--- config.mk ---
export PLATFORM = sky130hd
export DESIGN_NAME = vop_queue
export DESIGN_NICKNAME = d
export VERILOG_FILES = /design/src/design/voxel_occupancy_point_filter_assert.svh /design/src/design/vop_pkg.sv /design/src/design/vop_queue.sv
export SDC_FILE = /design/constraint.sdc
export NUM_CORES = 1
export LEC_CHECK = 0
export BUFFER_PORTS_ARGS = -buffer_cell sky130_fd_sc_hd__buf_2
export CAP_MARGIN = 15
export CORE_UTILIZATION = 45
export DETAILED_ROUTE_END_ITERATION = 12
export GPL_ROUTABILITY_DRIVEN = 0
export PLACE_DENSITY = 0.78
export SYNTH_ARGS = -nofsm -noshare
export SYNTH_HDL_FRONTEND = slang
export SYNTH_SLANG_ARGS = --single-unit
--- constraint.sdc ---
create_clock -name clock -period 11.6 [get_ports clock]
set_input_delay 1.74 -clock clock [delete_from_list [all_inputs] [get_ports clock]]
set_output_delay 1.74 -clock clock [all_outputs]
set_load 0.01 [all_outputs]
--- src/design/voxel_occupancy_point_filter_assert.svh ---
// assertion macros for the voxel occupancy point filter
`ifndef VOXEL_OCCUPANCY_POINT_FILTER_ASSERT_SVH
`define VOXEL_OCCUPANCY_POINT_FILTER_ASSERT_SVH
// property that must hold on every clock edge outside reset
`define VOP_ASSERT_ALWAYS(label, clk, rst, expr, msg) \
   label: assert property (@(posedge clk) disable iff (rst) (expr)) else $error(msg);
// implication checked on the following clock edge
`define VOP_ASSERT_NEXT(label, clk, rst, ante, cons, msg) \
   label: assert property (@(posedge clk) disable iff (rst) (ante) |=> (cons)) else $error(msg);
`endif

--- src/design/vop_pkg.sv ---
// shared types and constants for the voxel occupancy point filter
`timescale 1ns / 1ps
package vop_pkg;
   localparam logic [1:0] KIND_CLEAR  = 2'd0;
   localparam logic [1:0] KIND_INSERT = 2'd1;
   localparam logic [1:0] KIND_QUERY  = 2'd2;
   localparam logic [1:0] KIND_UNUSED = 2'd3;
   localparam logic [15:0] LEAF_RESET = 16'd200;

   typedef struct packed {
      logic [1:0]         kind;
      logic               point_valid;
      logic signed [15:0] x_mm;
      logic signed [15:0] y_mm;
      logic signed [15:0] z_mm;
   } req_type;

   typedef struct packed {
      logic signed [15:0] out_x_mm;
      logic signed [15:0] out_y_mm;
      logic signed [15:0] out_z_mm;
      logic               table_overflowed;
   } rsp_type;

   // work item handed from front to back
   typedef struct packed {
      logic               is_clear;
      logic               is_insert;
      logic [47:0]        key;
      logic signed [15:0] x_mm;
      logic signed [15:0] y_mm;
      logic signed [15:0] z_mm;
   } work_type;
endpackage

--- src/design/vop_queue.sv ---
// two entry queue between front and back
`timescale 1ns / 1ps
module vop_queue (
   input  logic              clock,
   input  logic              reset,
   input  logic              in_valid,
   input  vop_pkg::work_type in_data,
   output logic              in_ready,
   output logic              out_valid,
   output vop_pkg::work_type out_data,
   input  logic              out_ready
);
   vop_pkg::work_type slot_ff [2];
   logic       wr_ff, wr_in, rd_ff, rd_in;
   logic [1:0] cnt_ff, cnt_in;
   logic       push, pop;

   assign in_ready  = (cnt_ff != 2'd2);
   assign out_valid = (cnt_ff != 2'd0);
   assign out_data  = slot_ff[rd_ff];
   assign push = in_valid && in_ready;
   assign pop  = out_valid && out_ready;

   always_comb begin
      wr_in  = push ? ~wr_ff : wr_ff;
      rd_in  = pop ? ~rd_ff : rd_ff;
      cnt_in = cnt_ff + {1'b0, push} - {1'b0, pop};
   end

   always_ff @(posedge clock) begin
      if (reset) begin
         wr_ff  <= 1'b0;
         rd_ff  <= 1'b0;
         cnt_ff <= 2'd0;
      end else begin
         wr_ff  <= wr_in;
         rd_ff  <= rd_in;
         cnt_ff <= cnt_in;
      end
      if (push) slot_ff[wr_ff] <= in_data;
   end
endmodule

---- Word-level counts from Yosys, hierarchy flattened ----
Memory sizes are Yosys's and may differ from the RTL's. A register that Yosys moved wholly into a read port is not among the register bits.
Index checks and enable logic that the tools add are counted.
word-level totals
  flip-flop bits (word level) ............. 4
  RAM bits ................................ 196
  input bits .............................. 102
  output and inout port bits .............. 100
  word-level logic and storage cells ...... 16
  memories kept ........................... 1
operators by class
  add/sub/neg operators ................... 2
  eq/ne operators ......................... 1
  multiplexer cells ....................... 4
  bitwise gates (word level) .............. 2
  reductions and logical operators ........ 3
memory list
  name     words  width  read ports  clocked after Yosys merged registers in  write ports  line             RTL
  slot_ff  2      98     1           1                                        1            vop_queue.sv:13  vop_pkg::work_type slot_ff [2];
operator list
  operator              count
  $mux W1               4
  $add A2 B1 Y2         1
  $logic_and A1 B1 Y1   2
  $ne A2 B2 Y1 const B  1
  $not A1 Y1            2
  $reduce_bool A2 Y1    1
  $sub A2 B1 Y2         1

---- Longest topological paths before layout ----
Gate-level depths: netlist of run 1.
  word-level depth ........................ 4
  depth in mapped cells ................... 8

---- Least setup slack after synthesis of run 1 ----
OpenSTA, ideal clock, no wires.
  path kind ............................... input -> register
  from .................................... input in_valid
  to ...................................... memory slot_ff[0][0] (netlist name) (enable)
  library setup time ...................... 555 ps
  data arrival time ....................... 5,906 ps
  slack ................................... 5,139 ps
  stages .................................. 2
  cells stage by stage .................... nand2_1 nor2_1
on the way
  word-level cells in the longest chain between the ends .. 3
RTL lines
  item                           line             RTL
  from (decl)                    vop_queue.sv:6   input logic in_valid,
  $logic_and A1 B1 Y1            vop_queue.sv:21  assign push = in_valid && in_ready;
  $mux W1                        vop_queue.sv:40  if (push) slot_ff[wr_ff] <= in_data;
  $mux W1 (not written as such)  vop_queue.sv:40
  to (decl)                      vop_queue.sv:13
No other way between the ends.

==> impl_metrics.tcl, run 1 <==
set metrics [dict create \
    worst-slew-pin-transition_ns 0.789 \
    dr.pass1.iters 5 \
    synth_seq_cells 201 \
    maxSlewViolCount 0 \
    synthMuxAreaShare_pct 16.1 \
    worst_slack_ns 7.30 \
    die_h_um 130 \
    die_area_um2 16900 \
    grt_pass1_wl_mm 19.5 \
    endpoint "out_data[61]" \
    syn2layout_area_growth_pct 25.5 \
    synth_simple_gate_area_share_pct 0.730 \
    status "completed" \
    portBuffers 201 \
    routed.top_layer "met4" \
    met2WireLength_mm 6.46 \
    fmaxAchievable_ghz 0.233 \
    cts_setup_buffers 0 \
    hp-class "reg2reg" \
    synth-compound-area-share_pct 0.102 \
    hold_slack_ns 0.505 \
    clock_skew_ns 0.00906 \
    route.detailed.drc 0 \
    cts_root_buf "clkbuf_16" \
    ios 202 \
    path_class "reg2out" \
    cts_num_sinks 201 \
    hold_viol 0 \
    start_util_pct 46.2 \
    grt_overflow_total 0 \
    clkTransAtPathRegs_ns 0.06 \
    row_count 46 \
    fin_crit_ns 4.30 \
    route.met3.wl_mm 1.16 \
    wl_met1_mm 5.11 \
    cp.depth 3 \
    start_kind "flop" \
    avgSynthCellArea_um2 22.4 \
    synthXorXnorAreaFrac_pct 0.356 \
    cp_cell_sequence "buf_4 > mux2_2 > buf_2" \
    path_max_fanout 54 \
    worstPathArrival_ns 2.56 \
    place_ws_ns 7.76 \
    rsz0062_at_grt "no" \
    hpwl_mm 8.48 \
    synthCells 329 \
    syn_area_um2 7370 \
    yosysWarnings 0 \
    cp_top_family "buffers and inverters" \
    reg2regPathDepth 3 \
    worst-path-buf-inv 2 \
    synth_top_family_by_area "multiplexers" \
    postRouteAntennaNets 0 \
    reg2reg_to "slot_ff[1][35]$_DFFE_PP_" \
    post_drt_via_cell_ratio 4.79 \
    cellPowerDensity_nw_per_um2 217 \
    grt_antenna_before_repair 1 \
    wl_per_cell_um 16.6 \
    drive_gt1_share_pct 60.4 \
    relSlewSlack_pct 47.4 \
    drt-initial-drc-count 225 \
    nets 650 \
    ctsResizeCount 0 \
    max_stage_delay_ns 0.73 \
    rr_startpoint "cnt_ff[0]$_SDFF_PP0_" \
    vias 3729 \
    finalSetupViolations 0 \
    r2r_slack_ns 9.32 \
    p_total_w 0.00201 \
    clock_latency_ns 0.49 \
    place_area_um2 8610 \
    fin_tns_setup_ns 0 \
    die_w_um 130 \
    drt_wl_total_mm 12.9 \
    max_cap_violations 0 \
    synth-adder-area-share_pct 0.339 \
    clk_path_buf_depth 3 \
    ys_types 17 \
    syn_nets 433 \
    first_global_vias 3927 \
    cts_buffers 21 \
    groute.usage.overall_pct 15.0 \
    ctsHtreeMaxLevel 1 \
    p_leak_nw 3.50 \
    cp_data_required_time_ns 9.86 \
    min_period_over_period_pct 37.0 \
    grt_max_degree 56 \
    cts_hold_buf 0 \
    cpMaxStageDelayCell "dfxtp_4" \
    peakVddDrop_mv 0.137 \
    final_area_um2 9250 \
    worst_setup_path_end_kind "primary output" \
    ys_seq_area_share_pct 81.2 \
    core_um2 15900 \
    cts_tree "built" \
]
## per-layer routing
layer,global-route usage (%),vias to the layer above
li1,-,1742
met1,18.0,1825
met3,5.13,18
met5,0,-
met4,4.31,0
met2,25.8,144
## how the worst min path moves through the flow
stage                       start   end  slack, ns  cells past startpoint
2_1_floorplan  rd_ff$_SDFFE_PP0P_  flop       0.48                      2
3_3_place_gp   rd_ff$_SDFFE_PP0P_  flop       0.50                      2
3_5_place_dp   rd_ff$_SDFFE_PP0P_  flop       0.50                      2
4_1_cts        rd_ff$_SDFFE_PP0P_  flop       0.50                      2
5_1_grt        rd_ff$_SDFFE_PP0P_  flop       0.58                      2
6_report       rd_ff$_SDFFE_PP0P_  flop       0.51                      2
## worst register-to-register path: stages (launching register included)
cell and delay [ns]:
dfxtp_1 0.36, nand2b_1 0.17, and3_4 0.61, buf_4 0.71
## cells in the final DEF (no fill, tap or decap), types with 4 or more instances in the layout
cell type,instances
clkinv_1,6
buf_4,4
mux2_4,20
buf_2,201
dfxtp_1,4
edfxtp_1,196
clkinv_2,7
clkbuf_16,21
mux2_2,79
nor2_1,4
## where the power goes
group | internal (W) | switching (W)
Combinational | 0.000217 | 0.000222
Sequential | 0.000914 | 0.0000425
Clock | 0.000353 | 0.000256
## Yosys cell counts
cell      count  area share [%]
nand2b_1      1           0.085
and3_1        1           0.085
mux2_4       20             4.1
xnor2_1       2            0.24
xor2_1        1            0.12
nand2_1       1           0.051
or2_2         1           0.085
mux2_2       79              12
inv_1         1           0.051
ha_1          2            0.34
buf_2         7            0.48
nor2b_1       2            0.17
nor2_1        5            0.25
o21a_1        1            0.10
buf_6         4            0.61
dfxtp_1       5             1.4
edfxtp_1    196              80
## cell families (layout without fill, tap and decap cells)
kind of cell             count (synthesis)  after routing
AO/OA/AOI/OAI                            1              1
XOR/XNOR                                 3              3
adder cells (fa/ha/maj)                  2              2
buffers and inverters                   12            244
flip-flops                             201            201
multiplexers                            99             99
other                                    0              1
AND/OR/NAND/NOR                         11             11
## sequential cells by signal, summed over array words and instances (netlist names), named ones only
register / flops
wr_ff: 1
cnt_ff: 2
rd_ff: 1
slot_ff: 196
## through the flow
stage	utilization, %	cells
floorplan	-	329
global placement	54.0	739
detailed placement	54.0	739
CTS	58.0	777
global route	58.0	777
finish	58.0	778
## final cells by class
cell class	count	area [um^2]
Timing Repair Buffer	205	1040
Tap cell	216	270
Clock buffer	22	529
Antenna cell	1	2.50
Fill cell	1222	6690
Multi-Input combinational cell	116	1320
Sequential cell	201	5990
Inverter	1	3.75
Clock inverter	16	104
No activity file was read; power rests on OpenSTA's default activity.
==> run 2: changes to the inputs <==
Settings changed: PLACE_DENSITY 0.78 to 0.81.
Clock period 11.6 ns to 3.46 ns, I/O delays scaled along.
==> run 2 against run 1 <==
Sequential power increased to 3.3 times the previous value. Worst hold slack worse by 0.28 ns. Non-clock buffer count unchanged. Register-to-register slack worse by 7.8 ns. Via count increased by 0.35%. First-iteration DRC count decreased by 30%. Clock skew grew 0.0027 ns. Setup slack got worse by 6.4 ns. Clock-buffer cell count rose by 4. Wire length fell by 0.87%. Die area did not move. Critical path type unchanged. Highest routed layer unchanged.
==> impl_metrics.tcl, run 2 (synthesis gave the netlist of run 1 again) <==
set metrics [dict create \
    first_global_vias 3922 \
    path_max_fanout 76 \
    status "completed" \
    groute.usage.overall_pct 14.7 \
    drive_gt1_share_pct 60.0 \
    relSlewSlack_pct 37.8 \
    rr_startpoint "cnt_ff[0]$_SDFF_PP0_" \
    ctsHtreeMaxLevel 1 \
    core_um2 15900 \
    die_w_um 130 \
    fin_tns_setup_ns 0 \
    die_area_um2 16900 \
    route.detailed.drc 0 \
    path_class "reg2out" \
    portBuffers 201 \
    seqPwrFrac_pct 46.8 \
    p_sw_w 0.00171 \
    ctsResizeCount 0 \
    start_kind "flop" \
    p_int_w 0.00507 \
    hp-class "in2reg" \
    syn2layout_area_growth_pct 26.0 \
    peakVddDrop_mv 0.446 \
    cts_tree "built" \
    vias 3742 \
    nets 650 \
    pwr-share-comb_pct 22.4 \
    antenna_cells 0 \
    dr.pass1.iters 4 \
    wl_per_cell_um 16.5 \
    clock_latency_ns 0.48 \
    rsz0062_at_grt "no" \
    holdCritStartpoint "in_data[64]" \
    min_period_over_period_pct 74.4 \
    mostFrequentLayoutCell "buf_2" \
    cp_data_required_time_ns 2.94 \
    ios 202 \
    top_regs "slot_ff: 196 flops, cnt_ff: 2 flops" \
    grt_max_degree 77 \
    post_drt_via_cell_ratio 4.82 \
    hold_slack_ns 0.227 \
    hold_viol 0 \
    grt_antenna_before_repair 0 \
    maxSlewViolCount 0 \
    cellPowerDensity_nw_per_um2 730 \
    layout_common_cells "201 x buf_2, 196 x edfxtp_1, 79 x mux2_2, 21 x clkbuf_16, 20 x mux2_4" \
    fin_crit_ns 2.57 \
    max_cap_violations 0 \
    final_core_util_pct 58.3 \
    top_register "slot_ff" \
    cts_num_sinks 201 \
    clock_skew_ns 0.0118 \
    finalSetupViolations 0 \
    clk_path_buf_depth 3 \
    cts_hold_buf 0 \
    grt_pass1_wl_mm 18.9 \
    cts_root_buf "clkbuf_16" \
    drt-initial-drc-count 157 \
    grt_overflow_total 0 \
    fmaxAchievable_ghz 0.388 \
    worst-slew-pin-transition_ns 0.933 \
    drt_wl_total_mm 12.8 \
    clkTransAtPathRegs_ns 0.06 \
    clockPowerShare_pct 30.8 \
    p_leak_nw 3.51 \
    cts_buffers 21 \
    swShare_pct 25.2 \
    row_count 46 \
    postRouteAntennaNets 0 \
    hpwl_mm 8.56 \
    die_h_um 130 \
    largest_reg_flops 196 \
    worstPathArrival_ns 2.06 \
    start_util_pct 46.2 \
    worst_setup_path_end_kind "primary output" \
    cts_setup_buffers 0 \
]
run 2: layout make-up:
class,count,area [um^2]
fill,1197,6650
clock buffer,26,544
inverter,1,3.75
clock inverter,11,106
multi-input combinational,116,1320
timing repair buffer,205,1060
sequential,201,5990
tap,216,270
run 2: path summary, 6_finish.rpt:
| check | end | slack, ns | cells past startpoint |
|---|---|---|---|
| worst max-delay path | out_data[58] | 0.89 | 3 |
| worst min-delay path | slot_ff[0][64]$_DFFE_PP_ | 0.23 | 1 |
| worst max register to register | slot_ff[0][93]$_DFFE_PP_ | 1.48 | 4 |
| worst min register to register | flop | 0.53 | 2 |
run 2: layer usage:
| metal | share of wire [%] | GRT usage (%) | up-vias |
|---|---|---|---|
| met3 | 8.1 | 4.67 | 18 |
| met2 | 51 | 27.2 | 156 |
| met4 | 1.8 | 3.76 | 0 |
| met5 | 0 | 0 | - |
| met1 | 39 | 16.3 | 1834 |
| li1 | - | - | 1734 |
run 2: power by group through the flow:
stage,clock [W],combinational (W),sequential (W)
3_5_place_dp,0,0.00154,0.00323
5_1_grt,0.00224,0.00165,0.00321
2_1_floorplan,0,0.00103,0.00318
3_3_place_gp,0,0.00151,0.00321
6_report,0.00209,0.00152,0.00318
4_1_cts,0.00216,0.00155,0.00318
run 2: through the flow:
| step | area [um^2] | cells | worst slack, ns | total power [W] |
|---|---|---|---|---|
| after floorplan | 7380 | 329 | 0.113 | 0.00421 |
| after global placement | 8640 | 739 | 1.41 | 0.00471 |
| after detailed placement | 8640 | 739 | 1.39 | 0.00477 |
| after CTS | 9290 | 776 | 0.861 | 0.00689 |
| after global routing | 9290 | 776 | 0.795 | 0.00709 |
| final | 9290 | 776 | 0.886 | 0.00678 |
run 2: worst max-delay path, stage by stage, from the launching register on:
cell and delay [ns]:
dfxtp_4 0.54, buf_12 0.39, mux2_2 0.40, buf_2 0.14
