$ cat config.mk
export PLATFORM = sky130hd
export DESIGN_NAME = vop_front
export DESIGN_NICKNAME = d
export VERILOG_FILES = /design/src/design/voxel_occupancy_point_filter_assert.svh /design/src/design/vop_pkg.sv /design/src/design/vop_front.sv
export SDC_FILE = /design/constraint.sdc
export NUM_CORES = 1
export LEC_CHECK = 0
export ABC_AREA = 1
export BUFFER_PORTS_ARGS = -buffer_cell sky130_fd_sc_hd__buf_2
export CAP_MARGIN = 20
export CORE_MARGIN = 2
export CORE_UTILIZATION = 50
export CTS_CLUSTER_DIAMETER = 80
export DETAILED_ROUTE_END_ITERATION = 10
export GPL_ROUTABILITY_DRIVEN = 0
export PLACE_DENSITY = 0.76
export RECOVER_POWER = 100
export SYNTH_ARGS = -nofsm -noshare
export SYNTH_HDL_FRONTEND = slang
export SYNTH_SLANG_ARGS = --single-unit
$ cat constraint.sdc
create_clock -name clock -period 7.5 [get_ports clock]
set_clock_uncertainty 0.1 [all_clocks]
set_input_delay 1.125 -clock clock [delete_from_list [all_inputs] [get_ports clock]]
set_output_delay 1.125 -clock clock [all_outputs]
set_load 0.02 [all_outputs]
$ cat src/design/voxel_occupancy_point_filter_assert.svh
// assertion macros for the voxel occupancy point filter
`ifndef VOXEL_OCCUPANCY_POINT_FILTER_ASSERT_SVH
`define VOXEL_OCCUPANCY_POINT_FILTER_ASSERT_SVH
// property that must hold on every clock edge outside reset
`define VOP_ASSERT_ALWAYS(label, clk, rst, expr, msg) \
   label: assert property (@(posedge clk) disable iff (rst) (expr)) else $error(msg);
// implication checked on the following clock edge
`define VOP_ASSERT_NEXT(label, clk, rst, ante, cons, msg) \
   label: assert property (@(posedge clk) disable iff (rst) (ante) |=> (cons)) else $error(msg);
`endif

$ cat src/design/vop_pkg.sv
// shared types and constants for the voxel occupancy point filter
`timescale 1ns / 1ps
package vop_pkg;
   localparam logic [1:0] KIND_CLEAR  = 2'd0;
   localparam logic [1:0] KIND_INSERT = 2'd1;
   localparam logic [1:0] KIND_QUERY  = 2'd2;
   localparam logic [1:0] KIND_UNUSED = 2'd3;
   localparam logic [15:0] LEAF_RESET = 16'd200;

   typedef struct packed {
      logic [1:0]         kind;
      logic               point_valid;
      logic signed [15:0] x_mm;
      logic signed [15:0] y_mm;
      logic signed [15:0] z_mm;
   } req_type;

   typedef struct packed {
      logic signed [15:0] out_x_mm;
      logic signed [15:0] out_y_mm;
      logic signed [15:0] out_z_mm;
      logic               table_overflowed;
   } rsp_type;

   // work item handed from front to back
   typedef struct packed {
      logic               is_clear;
      logic               is_insert;
      logic [47:0]        key;
      logic signed [15:0] x_mm;
      logic signed [15:0] y_mm;
      logic signed [15:0] z_mm;
   } work_type;
endpackage

$ cat src/design/vop_front.sv
// front end: filters items and computes voxel keys with a serial divider
`timescale 1ns / 1ps
module vop_front (
   input  logic             clock,
   input  logic             reset,
   input  logic             start,
   output logic             busy,
   input  vop_pkg::req_type req,
   input  logic [15:0]      leaf,
   output logic             wk_valid,
   output vop_pkg::work_type wk,
   input  logic             wk_ready
);
   localparam logic [1:0] ST_IDLE = 2'd0;
   localparam logic [1:0] ST_DIV  = 2'd1;
   localparam logic [1:0] ST_OUT  = 2'd2;

   logic [1:0]  state_ff, state_in;
   logic [1:0]  axis_ff, axis_in;
   logic [4:0]  bit_ff, bit_in;
   logic [16:0] rem_ff, rem_in;
   logic [15:0] quo_ff, quo_in;
   logic [15:0] mag_ff, mag_in;
   logic        neg_ff, neg_in;
   logic [47:0] key_ff, key_in;
   vop_pkg::work_type item_ff, item_in;

   logic [15:0] div;
   logic [16:0] trial;
   logic        accept;
   logic [15:0] qfin;

   assign div    = (leaf == 16'd0) ? 16'd1 : leaf;
   assign busy   = (state_ff != ST_IDLE);
   assign accept = start && !busy;
   assign wk_valid = (state_ff == ST_OUT);
   assign wk = item_ff;

   assign trial = {rem_ff[15:0], mag_ff[15]};

   always_comb begin
      state_in = state_ff;
      axis_in  = axis_ff;
      bit_in   = bit_ff;
      rem_in   = rem_ff;
      quo_in   = quo_ff;
      mag_in   = mag_ff;
      neg_in   = neg_ff;
      key_in   = key_ff;
      item_in  = item_ff;
      qfin     = 16'd0;
      case (state_ff)
         ST_IDLE: begin
            if (accept) begin
               item_in.is_clear  = (req.kind == vop_pkg::KIND_CLEAR);
               item_in.is_insert = (req.kind == vop_pkg::KIND_INSERT);
               item_in.key       = 48'd0;
               item_in.x_mm      = req.x_mm;
               item_in.y_mm      = req.y_mm;
               item_in.z_mm      = req.z_mm;
               if (req.kind == vop_pkg::KIND_CLEAR) begin
                  state_in = ST_OUT;
               end else if ((req.kind == vop_pkg::KIND_INSERT
                             || req.kind == vop_pkg::KIND_QUERY) && req.point_valid) begin
                  state_in = ST_DIV;
                  axis_in  = 2'd0;
                  bit_in   = 5'd0;
                  rem_in   = 17'd0;
                  quo_in   = 16'd0;
                  // magnitude of -1-v for negatives: floor(v/d) = -1 - (-1-v)/d
                  neg_in   = req.x_mm[15];
                  mag_in   = req.x_mm[15] ? ~req.x_mm : req.x_mm;
               end
            end
         end
         ST_DIV: begin
            // one quotient bit per cycle
            if (trial >= {1'b0, div}) begin
               rem_in = trial - {1'b0, div};
               quo_in = {quo_ff[14:0], 1'b1};
            end else begin
               rem_in = trial;
               quo_in = {quo_ff[14:0], 1'b0};
            end
            mag_in = {mag_ff[14:0], 1'b0};
            bit_in = bit_ff + 5'd1;
            if (bit_ff == 5'd15) begin
               qfin = neg_ff ? ~quo_in : quo_in;
               key_in = {key_ff[31:0], qfin};
               rem_in = 17'd0;
               quo_in = 16'd0;
               bit_in = 5'd0;
               if (axis_ff == 2'd2) begin
                  item_in.key = {key_ff[31:0], qfin};
                  state_in = ST_OUT;
               end else begin
                  axis_in = axis_ff + 2'd1;
                  if (axis_ff == 2'd0) begin
                     neg_in = item_ff.y_mm[15];
                     mag_in = item_ff.y_mm[15] ? ~item_ff.y_mm : item_ff.y_mm;
                  end else begin
                     neg_in = item_ff.z_mm[15];
                     mag_in = item_ff.z_mm[15] ? ~item_ff.z_mm : item_ff.z_mm;
                  end
               end
            end
         end
         ST_OUT: begin
            if (wk_ready) state_in = ST_IDLE;
         end
         default: state_in = ST_IDLE;
      endcase
   end

   always_ff @(posedge clock) begin
      if (reset) begin
         state_ff <= ST_IDLE;
      end else begin
         state_ff <= state_in;
      end
      axis_ff <= axis_in;
      bit_ff  <= bit_in;
      rem_ff  <= rem_in;
      quo_ff  <= quo_in;
      mag_ff  <= mag_in;
      neg_ff  <= neg_in;
      key_ff  <= key_in;
      item_ff <= item_in;
   end
endmodule

Yosys cells after proc, flatten, opt, wreduce, memory -nomap -nowiden
Index checks and enable logic that the tools add are counted.

Register bits after elaboration: 187. Word-level logic and storage cells: 106. Bits of input ports: 71.

Reductions and logical operators: 16. Eq/ne operators: 14. Order comparisons: 1. $add $sub $neg: 3. Bitwise gates (word level): 4. Muxes and demuxes: 54.

Operators by type and width (number): $mux W16 (17); $mux W48 (2); $mux W96 (1); $pmux W48 S2 (1); $not A16 Y16 (4); $pmux W16 S2 (2); $mux W15 (4); $pmux W15 S2 (1); $mux W2 (11); $mux W5 (4); $ge A17 B16 Y1 (1); $logic_not A16 Y1 (1); $sub A16 B16 Y16 (1); $ne A2 B2 Y1 const B (6); $pmux W5 S2 (1); $reduce_and A4 Y1 (2); $mux W1 (7); $eq A2 B2 Y1 const B (3); $logic_not A2 Y1 (3); $pmux W2 S3 (1); $reduce_and A6 Y1 (1); $add A5 B1 Y5 const B (1); $eq A5 B4 Y1 const B (1); $reduce_and A5 Y1 (1); 11 further kinds (15).

Logic depth before layout (Yosys ltp)
Depth in word-level cells: 10. Depth in mapped cells: 16. Gate-level depth less buffers: 16.

Least setup slack after synthesis
Ideal clock, no wire load.

Path type: input port to flip-flop. Start: in req[50] in the netlist's numbering. End: reg bit_ff[0], enable pin. Stages on the path: 4. Arrival time: 6.780 ns. Library setup time: 0.605 ns. Setup slack: 0.015 ns. Data required time: 6.795 ns. Cell sequence: inv_1 > ha_1 > nand2_1 > o41ai_1.

Cells in the longest elaborated chain, start to end: 5.

Ends and longest elaborated chain: start: declaration (line vop_front.sv:8) `input vop_pkg::req_type req,`; $eq A2 B1 Y1 / $eq A2 B2 Y1 (equally long branches) (line vop_front.sv:63, vop_front.sv:64); $logic_or A1 B1 Y1 (line vop_front.sv:64) `|| req.kind == vop_pkg::KIND_QUERY) && req.point_valid) begin`; $logic_and A1 B1 Y1 (line vop_front.sv:64); $ne A2 B2 Y1 (no line); $reduce_and A4 Y1 (no line) *; end signal: assignment (line vop_front.sv:122) `bit_ff <= bit_in;`; end: declaration (line vop_front.sv:20) `logic [4:0] bit_ff, bit_in;`.

Mark *: on every way between the ends. The rest lies on a longest branch, timed or not. A chain may end at the register's enable or synchronous reset.

Worst setup path after layout
Start: reg bit_ff[0]. End: reg item_ff (netlist bit wk[78]), enable pin.

Cells in the longest elaborated chain, start to end: 3.

Ends and longest elaborated chain: $eq A5 B4 Y1 (line vop_front.sv:87) `if (bit_ff == 5'd15) begin`; $ne A2 B2 Y1 (no line); $reduce_and A4 Y1 (no line); end signal: assignment (line vop_front.sv:128) `item_ff <= item_in;`; end: declaration (line vop_front.sv:26) `vop_pkg::work_type item_ff, item_in;`.

Every way passes these cells.

==> impl_metrics.tcl <==
set metrics [dict create \
    cts.path.max_buffers 2 \
    max_freq_ghz 0.220 \
    path_delay_family "buffers and inverters" \
    grt_setup_unrepaired "no" \
    max_cap_viol_count 4 \
    core_area_um2 17800 \
    clk_pin_slew_ns 0.07 \
    ant_nets 0 \
    setup_viol 0 \
    worstMarginPinSlew_ns 2.66 \
    highest_layer "met4" \
    crit_chain "ha_1, nand2_1, nor2_1, ha_1, inv_1, nand2_1, o21ai_0, nor2_4, clkbuf_1" \
    drt_pass1_iterations 4 \
    dp.final_hpwl_um 12500 \
    drc 0 \
    endpoint_kind "flip-flop" \
    ys_seq_area_frac 0.622 \
    critical_path_class "flip-flop to flip-flop" \
    slew_viol_final 185 \
    syn_area_um2 9000 \
    hold_class "flip-flop to flip-flop" \
    ys.flop_type "edfxtp_1" \
    postCtsResizedCells 0 \
    wl_met1_um 7580 \
    power_frac_comb 0.356 \
    irDropWorstVdd_mv 0.245 \
    hold_violations 0 \
    die_w_um 138 \
    p_switching_w 0.00163 \
    wire_per_inst_um 13.7 \
    async_flop_share 0 \
    area_growth_pct 16.1 \
    power_frac_seq 0.431 \
    finalWirelength_um 17300 \
    crit_slowest_cell "clkbuf_1" \
    p_per_area_nw_per_um2 394 \
    route.met3.wl_um 1020 \
    dr.first_iter.drc_count 347 \
    grt_pass1_vias 5870 \
    fin_tns_setup_ns 0 \
    nets 1110 \
    max_slew_margin -0.771 \
    numPortBuffers 170 \
    switching_share 0.396 \
    crit_path_start_kind "flip-flop" \
    synth-edff-count 185 \
    initial_core_util 0.505 \
    clk_latency_ns 0.43 \
    setup_ws_ns 2.96 \
    holdBufCountCts 0 \
    fin_crit_sh 0.606 \
    clockRootBuffer "clkbuf_16" \
    ys_seq_elements 187 \
    p_int_w 0.00249 \
    io_pins 171 \
    num_antenna_cells 0 \
    nFillCells 1557 \
    grt_max_degree 53 \
    critical_path.max_stage_delay_ns 1.88 \
    antenna_found_initial 0 \
    track_usage 0.186 \
    p_leak_nw 4.37 \
    grt_pass1_wl_um 28600 \
    final_layout_size_suffix_gt1_frac 0.114 \
    worstPathRequired_ns 7.40 \
    fin_area_um2 10400 \
    cts_tree "yes" \
    placed_area_um2 10000 \
    place_ws_ns 4.15 \
    rows 49 \
    die_h_um 138 \
    syn_nets 946 \
    synthDistinctLibCells 42 \
    cts_inserted_buffers 17 \
    ff_latch_area_um2 5600 \
    outcome "finished with violations" \
    multiInputGateArea_um2 2740 \
    dieArea_um2 19100 \
    h-tree-depth 4 \
    violations "max-capacitance violations, max-slew violations" \
    ys_warn_count 0 \
    cts.sinks 187 \
    cp_data_arrival_time_ns 4.44 \
    avgSynthCellArea_um2 10.6 \
    vias 6127 \
    synthCells 852 \
    viasPerCell 4.87 \
    grt-ovfl-total 0 \
    path_buf_inv 2 \
    wl_met2_um 8460 \
    cts_setup_buffers 0 \
    power.share.clock 0.213 \
    crit_fanout 48 \
    period_minus_slack_ns 4.54 \
]
-- worst paths after layout --
check	from	slack, ns	depth (start not counted)	endpoint
setup / recovery	bit_ff[0]	2.96	9	wk[78]
hold / removal	key_ff[15]	0.35	0	key_ff[31]
setup reg to reg	bit_ff[0]	2.96	9	wk[78]
hold reg to reg	key_ff[15]	0.35	0	key_ff[31]
-- metrics by stage --
step | hold slack, ns | std cells | total power (W) | util
2_1_floorplan | 0.326 | 852 | 0.00290 | -
3_3_place_gp | 0.330 | 1226 | 0.00327 | 0.563
5_1_grt | 0.361 | 1258 | 0.00440 | 0.586
4_1_cts | 0.351 | 1258 | 0.00419 | 0.596
6_report | 0.350 | 1258 | 0.00412 | 0.586
3_5_place_dp | 0.335 | 1226 | 0.00331 | 0.563
-- cell usage after synthesis, types with 2 or more instances --
| library cell | instances | share of area |
|---|---|---|
| buf_2 | 6 | 0.0033 |
| a22oi_1 | 14 | 0.012 |
| and2_1 | 2 | 0.0014 |
| o211ai_1 | 14 | 0.012 |
| dfxtp_1 | 2 | 0.0044 |
| nand2_2 | 6 | 0.0042 |
| a21oi_1 | 41 | 0.023 |
| edfxtp_1 | 185 | 0.62 |
| inv_2 | 5 | 0.0021 |
| nand2_1 | 176 | 0.073 |
| xor2_1 | 22 | 0.021 |
| clkbuf_1 | 19 | 0.0079 |
| ha_1 | 22 | 0.031 |
| nor2_2 | 15 | 0.010 |
| nand3b_1 | 11 | 0.0092 |
| nor3_1 | 2 | 0.0011 |
| inv_1 | 127 | 0.053 |
| nand3_1 | 20 | 0.011 |
| buf_6 | 3 | 0.0038 |
| o21ai_0 | 5 | 0.0028 |
| nor2_1 | 98 | 0.041 |
| nand4_1 | 8 | 0.0056 |
| xnor2_1 | 30 | 0.029 |
-- worst reg2reg max path: stages (launching register included) --
cell      delay, ns
edfxtp_1       0.37
ha_1           0.18
nand2_1        0.07
nor2_1         0.10
ha_1           0.19
inv_1          0.07
nand2_1        0.56
o21ai_0        0.40
nor2_4         0.15
clkbuf_1       1.88
-- cell families after synthesis --
group	count (synthesis)	synth area share
AO/OA/AOI/OAI	80	0.0546
XOR/XNOR	52	0.0506
adder cells (fa/ha/maj)	23	0.0328
buffers and inverters	164	0.0745
flip-flops	187	0.622
AND/OR/NAND/NOR	346	0.166
-- sequential cells by signal, indices dropped and copies added, names as in the netlist --
| register | flops |
|---|---|
| axis_ff | 2 |
| bit_ff | 5 |
| key_ff | 32 |
| mag_ff | 16 |
| neg_ff | 1 |
| quo_ff | 15 |
| rem_ff | 16 |
| state_ff | 2 |
| wk | 98 |
-- metal layers --
metal,vias up,GRT usage
li1,3139,-
met1,2794,0.232
met2,179,0.314
met3,15,0.0603
met4,0,0.0537
met5,-,0
-- power groups by stage --
stage          clock (W)  sequential, W  combinational (W)
6_report        0.000877        0.00177            0.00147
5_1_grt         0.000933        0.00181            0.00165
4_1_cts         0.000893        0.00176            0.00154
3_5_place_dp           0        0.00178            0.00153
3_3_place_gp           0        0.00177            0.00150
2_1_floorplan          0        0.00199           0.000908
-- layout make-up --
cell class                      count  area share
Multi-Input combinational cell    501       0.262
Timing Repair Buffer              175      0.0693
Clock buffer                       17      0.0407
Clock inverter                     15      0.0166
Sequential cell                   187       0.536
Tap cell                          229      0.0274
Inverter                          134      0.0483
-- cells in the final DEF (no fill, tap or decap), types with 6 or more instances in the layout --
cell | synthesis | layout
nor2_2 | 15 | 16
nand2_2 | 6 | 6
xnor2_1 | 30 | 30
nand3_1 | 20 | 20
nor2_1 | 98 | 97
clkbuf_1 | 19 | 123
a22oi_1 | 14 | 14
ha_1 | 22 | 22
buf_2 | 6 | 51
clkbuf_16 | 0 | 17
nand4_1 | 8 | 8
nand2_1 | 176 | 176
a21oi_1 | 41 | 41
edfxtp_1 | 185 | 185
nand3b_1 | 11 | 11
inv_1 | 127 | 128
clkinv_8 | 0 | 6
o211ai_1 | 14 | 14
xor2_1 | 22 | 22
(Power assumes the default switching activity.)
